`config.mk`:
```
export PLATFORM = sky130hd
export DESIGN_NAME = satc_front
export DESIGN_NICKNAME = d
export VERILOG_FILES = /design/src/hw/rtl/assert_macros.svh /design/src/hw/rtl/satc_pkg.sv /design/src/hw/rtl/satc_front.sv
export SDC_FILE = /design/constraint.sdc
export NUM_CORES = 1
export LEC_CHECK = 0
export BUFFER_PORTS_ARGS = -buffer_cell sky130_fd_sc_hd__buf_4
export CORE_UTILIZATION = 54
export CTS_BUF_LIST = sky130_fd_sc_hd__clkbuf_8
export DETAILED_ROUTE_END_ITERATION = 8
export PLACE_DENSITY = 0.79
export SKIP_CTS_REPAIR_TIMING = 1
export SYNTH_ARGS = -nofsm -noshare
export SYNTH_HDL_FRONTEND = slang
export SYNTH_SLANG_ARGS = --single-unit
```
`constraint.sdc`:
```
create_clock -name i_clk -period 3.68 [get_ports i_clk]
set_input_delay 0.184 -clock i_clk [delete_from_list [all_inputs] [get_ports i_clk]]
set_output_delay 0.184 -clock i_clk [all_outputs]
set_load 0.01 [all_outputs]
```
`src/hw/rtl/assert_macros.svh`:
```
// Assertion helpers shared by the RTL. Clock and reset names follow the house ports.
`ifndef ASSERT_MACROS_SVH
`define ASSERT_MACROS_SVH

`ifndef NO_ASSERTIONS

`define CHK_ALWAYS(lbl, cond) \
    lbl: assert property (@(posedge i_clk) disable iff (!i_rst_n) (cond)) \
        else $error("assertion failed");

`define CHK_IMPLY(lbl, pre, post) \
    lbl: assert property (@(posedge i_clk) disable iff (!i_rst_n) (pre) |-> (post)) \
        else $error("assertion failed");

`else

`define CHK_ALWAYS(lbl, cond)

`define CHK_IMPLY(lbl, pre, post)

`endif

`endif

```
`src/hw/rtl/satc_pkg.sv`:
```
`timescale 1ns / 1ps

package satc_pkg;

    localparam int DEF_MAX_WAYS    = 8;
    localparam int DEF_MAX_SETS    = 256;
    localparam int DEF_COUNT_WIDTH = 16;

    localparam int TAG_W     = 30;
    localparam int SET_MAX_W = 12;
    localparam int AGE_W     = 4;
    localparam logic [AGE_W-1:0] AGE_MAX = 4'd15;
    localparam logic [15:0] LFSR_SEED = 16'hACE1;
    localparam logic [15:0] LFSR_TAPS = 16'hB400;

    localparam logic [2:0] OFS_MIN = 3'd2;
    localparam logic [2:0] OFS_MAX = 3'd6;

    typedef enum logic [2:0] {
        CFG_WAYS  = 3'd0,
        CFG_REPL  = 3'd1,
        CFG_WMODE = 3'd2,
        CFG_OFS   = 3'd3,
        CFG_IDX   = 3'd4
    } t_cfg_idx;

    typedef enum logic [1:0] {
        REPL_LRU  = 2'd0,
        REPL_LFU  = 2'd1,
        REPL_RAND = 2'd2,
        REPL_ALT  = 2'd3
    } t_repl;

    // decoded access passed from front to back
    typedef struct packed {
        logic                 kind;
        logic                 bypass;
        logic [4:0]           nways;
        logic [2:0]           ofs;
        logic [4:0]           shamt;  // offset plus index width
        logic [SET_MAX_W-1:0] set;
        logic [TAG_W-1:0]     tag;
    } t_item;

    typedef struct packed {
        t_repl repl;
        logic  wmode;
    } t_mode;

endpackage

```
`src/hw/rtl/satc_front.sv`:
```
`timescale 1ns / 1ps

module satc_front #(
    parameter int MAX_WAYS = satc_pkg::DEF_MAX_WAYS,
    parameter int MAX_SETS = satc_pkg::DEF_MAX_SETS
) (
    input  logic              i_clk,
    input  logic              i_rst_n,
    input  logic              i_cfg_valid,
    input  logic [2:0]        i_cfg_index,
    input  logic [3:0]        i_cfg_data,
    input  logic              i_valid,
    output logic              o_ready,
    input  logic              i_kind,
    input  logic [31:0]       i_addr,
    output logic              o_q_valid,
    input  logic              i_q_pop,
    output satc_pkg::t_item   o_q_item,
    output satc_pkg::t_mode   o_mode
);

    localparam int MAX_IW = $clog2(MAX_SETS + 1) - 1;

    logic [3:0] r_ways;
    logic [1:0] r_repl;
    logic       r_wmode;
    logic [2:0] r_ofs;
    logic [3:0] r_idx;

    satc_pkg::t_item r_q [2];
    logic            r_wp, r_rp;
    logic [1:0]      r_cnt;

    logic [4:0]      nways;
    logic [2:0]      ofs;
    logic [3:0]      iw;
    logic [31:0]     set_full;
    logic [31:0]     tag_full;
    satc_pkg::t_item item;
    logic            push;

    always_comb begin
        nways = ({1'b0, r_ways} > 5'(MAX_WAYS)) ? 5'(MAX_WAYS) : {1'b0, r_ways};
        ofs   = (r_ofs < satc_pkg::OFS_MIN) ? satc_pkg::OFS_MIN :
                (r_ofs > satc_pkg::OFS_MAX) ? satc_pkg::OFS_MAX : r_ofs;
        iw    = (r_idx > 4'(MAX_IW)) ? 4'(MAX_IW) : r_idx;
        set_full = (i_addr >> ofs) & ((32'd1 << iw) - 32'd1);
        tag_full = i_addr >> (5'(ofs) + 5'(iw));
        item.kind   = i_kind;
        item.bypass = (nways == 5'd0);
        item.nways  = nways;
        item.ofs    = ofs;
        item.shamt  = 5'(ofs) + 5'(iw);
        item.set    = set_full[satc_pkg::SET_MAX_W-1:0];
        item.tag    = tag_full[satc_pkg::TAG_W-1:0];
    end

    assign o_ready   = (r_cnt != 2'd2);
    assign push      = i_valid && o_ready;
    assign o_q_valid = (r_cnt != 2'd0);
    assign o_q_item  = r_q[r_rp];
    assign o_mode    = '{repl: satc_pkg::t_repl'(r_repl), wmode: r_wmode};

    always_ff @(posedge i_clk) begin
        if (!i_rst_n) begin
            r_ways  <= 4'd1;
            r_repl  <= satc_pkg::REPL_LRU;
            r_wmode <= 1'b0;
            r_ofs   <= 3'd2;
            r_idx   <= 4'd0;
            r_wp    <= 1'b0;
            r_rp    <= 1'b0;
            r_cnt   <= 2'd0;
        end else begin
            if (i_cfg_valid) begin
                case (satc_pkg::t_cfg_idx'(i_cfg_index))
                    satc_pkg::CFG_WAYS:  r_ways  <= i_cfg_data;
                    satc_pkg::CFG_REPL:  r_repl  <= i_cfg_data[1:0];
                    satc_pkg::CFG_WMODE: r_wmode <= i_cfg_data[0];
                    satc_pkg::CFG_OFS:   r_ofs   <= i_cfg_data[2:0];
                    satc_pkg::CFG_IDX:   r_idx   <= i_cfg_data;
                    default: ;
                endcase
            end
            if (push) begin
                r_wp <= ~r_wp;
            end
            if (i_q_pop) begin
                r_rp <= ~r_rp;
            end
            case ({push, i_q_pop})
                2'b10:   r_cnt <= r_cnt + 2'd1;
                2'b01:   r_cnt <= r_cnt - 2'd1;
                default: r_cnt <= r_cnt;
            endcase
        end
    end

    always_ff @(posedge i_clk) begin
        if (push) begin
            r_q[r_wp] <= item;
        end
    end

endmodule

```
==> metrics.txt <==
post-route clock skew=0.01380 ns; DR pass1 iterations=5; Nets=738; die area=approximately 0.014 mm^2; Worst setup EP type=flip-flop; row count=41; register area=0.003745 mm^2; GR Util All Layers=0.2545; Top Usage Layer GRT=met2; Syn Inst Count=576; Initial Utilization=0.5633; worst r2r src=r_ofs[1]; Max IR drop VDD=0.0001952 V; multi-input logic area=roughly 0.0033 mm^2; PortBufs=105; Leak=between 3 and 4 nW; Detailed Place HPWL=12.62 mm; sw power=roughly 0.0011 W; # diodes=0; Pint=0.002709 W; Remaining DRCs=0; first-pass GRT wire length=27.36 mm; Worst Path Max Fanout=31; WP data arrival=3.57 ns; Final Hold Viols=0; main flop type after synthesis=edfxtp_1; clock sinks=131; Die Y=117.9 um; clock transition at the registers of the reported paths=0.08 ns; largest net degree at the start of global routing=58; width of the chip=117.9 um; syn avg cell area=12.59 um^2; GR Util met3=0.03537; crit path from=r_ofs[1]; pre-CTS WS=0.2506 ns; Setup-failing EPs final=0; DRT iter0 DRCs=489; met2 GRT Util=0.3930; Distinct cells, synth=55; max-slew violations=0; Root Driver=clkbuf_8; RSZ-0062 raised after global routing=no; antenna violations before repair=0; Slew @ Worst Pin=1.089 ns; Core Area=0.01288 mm^2; Yosys reg bits=131; min-delay src=i_cfg_data[1]; FFs w/ async S/R, synth=0; routability cong.=0.8985; Rel. slew slack=0.2742; Tcrit/Tclk final=0.9356; Final Hold Slack=0.01823 ns; total power=0.003779 W; layout cells sized above 1=0.3900; Period minus WS final=~3.4 ns; f_max=290.4 MHz; vias in the first global route=4845; vias=5154; Routed Antenna Nets=0; Clk pwr share=0.306; Top Ports=107; crit start category=flip-flop; TNS Setup=0 ns; GRT Residual Overflow=0; CTS Buf Count=17; Data required, critical path=3.80 ns; worst setup margin=0.2370 ns; Max Cap Violations=0; Longest Clk Path Bufs=2; wire per inst=around 20 um; Ys Warns=0; combinational power share=0.209; power density cells=roughly 440 mW/mm^2; kind of critical path=flip-flop to flip-flop; Post-synth EDFFs=112; sequential area share after synthesis=0.5161; Hold Crit Class=primary input to flip-flop; Sw Share=0.2831; Clk Latency, worst-skew pair=0.43 ns; CTS tree=done; met1 Use GR=0.3768; Via density=5.911; power share of the sequential group=0.485; fill count=967; total wire length=approximately 17 mm; CTS H-tree depth=4; Post-Syn Area=slightly above 0.007 mm^2; status=finished clean; Area Overhead vs Synth=19.42%
==> worst max-delay path: stages, from the launching register on <==
cell,delay (ns)
dfxtp_1,0.45
nor2b_1,0.14
o21ai_2,0.17
inv_1,0.10
ha_2,0.21
fa_1,0.42
a21oi_1,0.26
nand2b_1,0.33
buf_12,0.24
nor2_1,0.06
a2111oi_0,0.61
a211oi_2,0.15
==> flip-flops by register name, indices dropped and copies added (netlist names), named ones only <==
signal / cells
r_ways: 4
r_cnt: 2
r_idx: 4
r_wp: 1
r_ofs: 3
r_wmode: 1
r_q: 112
r_rp: 1
r_repl: 2
==> kinds of logic after synthesis <==
family                     share of synthesized area
other                                      0.0005170
adders and majority gates                    0.01139
muxes                                         0.2569
AOI/OAI and AO/OA                            0.07866
and+or+nand+nor                              0.09539
xor gates and xnor gates                    0.008280
buffers and inverters                        0.03277
DFF                                           0.5161
==> worst paths after layout <==
check / endpoint / slack [ns] / depth (start not counted)
worst max-delay path: r_q[1][2] / 0.24 / 11
worst min-delay path: r_ofs[1] / 0.02 / 3
worst min register to register: r_repl[1] / 0.53 / 2
worst max register to register: r_q[1][2] / 0.24 / 11
==> synth_stat cells (3+ instances only) <==
library cell | number | area share
mux4_2 | 11 | 0.034
mux2_4 | 8 | 0.017
inv_1 | 4 | 0.0021
nor2b_1 | 23 | 0.020
inv_2 | 4 | 0.0021
a21oi_1 | 20 | 0.014
xnor2_1 | 4 | 0.0048
edfxtp_1 | 112 | 0.46
a2111oi_0 | 3 | 0.0036
nor2_1 | 38 | 0.020
o211ai_1 | 8 | 0.0083
nand2_1 | 37 | 0.019
and2_1 | 6 | 0.0052
buf_2 | 13 | 0.0090
a211oi_1 | 17 | 0.018
clkbuf_1 | 17 | 0.0088
o22ai_1 | 3 | 0.0026
mux2i_1 | 56 | 0.077
mux2_1 | 3 | 0.0047
ha_1 | 5 | 0.0086
nor3_1 | 7 | 0.0048
buf_4 | 5 | 0.0052
o21ai_0 | 17 | 0.012
buf_6 | 3 | 0.0047
dfxtp_1 | 19 | 0.052
mux2_2 | 78 | 0.12
o21ai_1 | 4 | 0.0028
and3_1 | 3 | 0.0026
nand3_1 | 13 | 0.0090
==> layout make-up <==
class / instances / area share
sequential: 131 / 0.4323
inverter: 8 / 0.003467
multi-input combinational: 403 / 0.3831
timing repair buffer: 126 / 0.1124
clock inverter: 15 / 0.01690
tap: 172 / 0.02484
clock buffer: 17 / 0.02701
==> through the flow <==
step           cells  area (um^2)    util
6_report         872         8662  0.6727
3_3_place_gp     839         8267  0.6420
5_1_grt          872         8662  0.6727
4_1_cts          871         8647  0.6716
3_5_place_dp     839         8267  0.6420
2_1_floorplan    582         7276       -
==> layer usage <==
metal,vias to the layer above,share of wire
li1,2395,-
met1,2559,0.47
met2,185,0.47
met3,15,0.056
met4,0,0.0090
met5,-,0
==> power groups by stage <==
stage | registers, W | logic (W) | clock network [W]
6_report | 0.00183 | 0.000789 | 0.00116
4_1_cts | 0.00183 | 0.000788 | 0.00117
2_1_floorplan | 0.00184 | 0.000473 | 0
3_5_place_dp | 0.00187 | 0.000782 | 0
5_1_grt | 0.00185 | 0.000842 | 0.00123
3_3_place_gp | 0.00186 | 0.000771 | 0
==> layout by cell type, fill, tap and decap left out, types with 3 or more instances in the layout <==
cell       instances
inv_2              4
o21ai_1            4
and2_1             6
mux2_1             3
inv_1              4
nor2_1            37
a21oi_1           20
nand3_1           13
o211ai_1           8
dfxtp_1           18
conb_1             7
mux2_4             8
nor3_1             7
nor2b_1           23
edfxtp_1         112
o21ai_0           17
inv_6              5
mux4_2            11
ha_1               4
a211oi_1          16
mux2_2            78
buf_4            123
xnor2_1            3
nand2_1           37
clkinv_4           3
mux2i_1           56
a2111oi_0          3
clkbuf_8          17
o22ai_1            3
(Power assumes the default switching activity.)
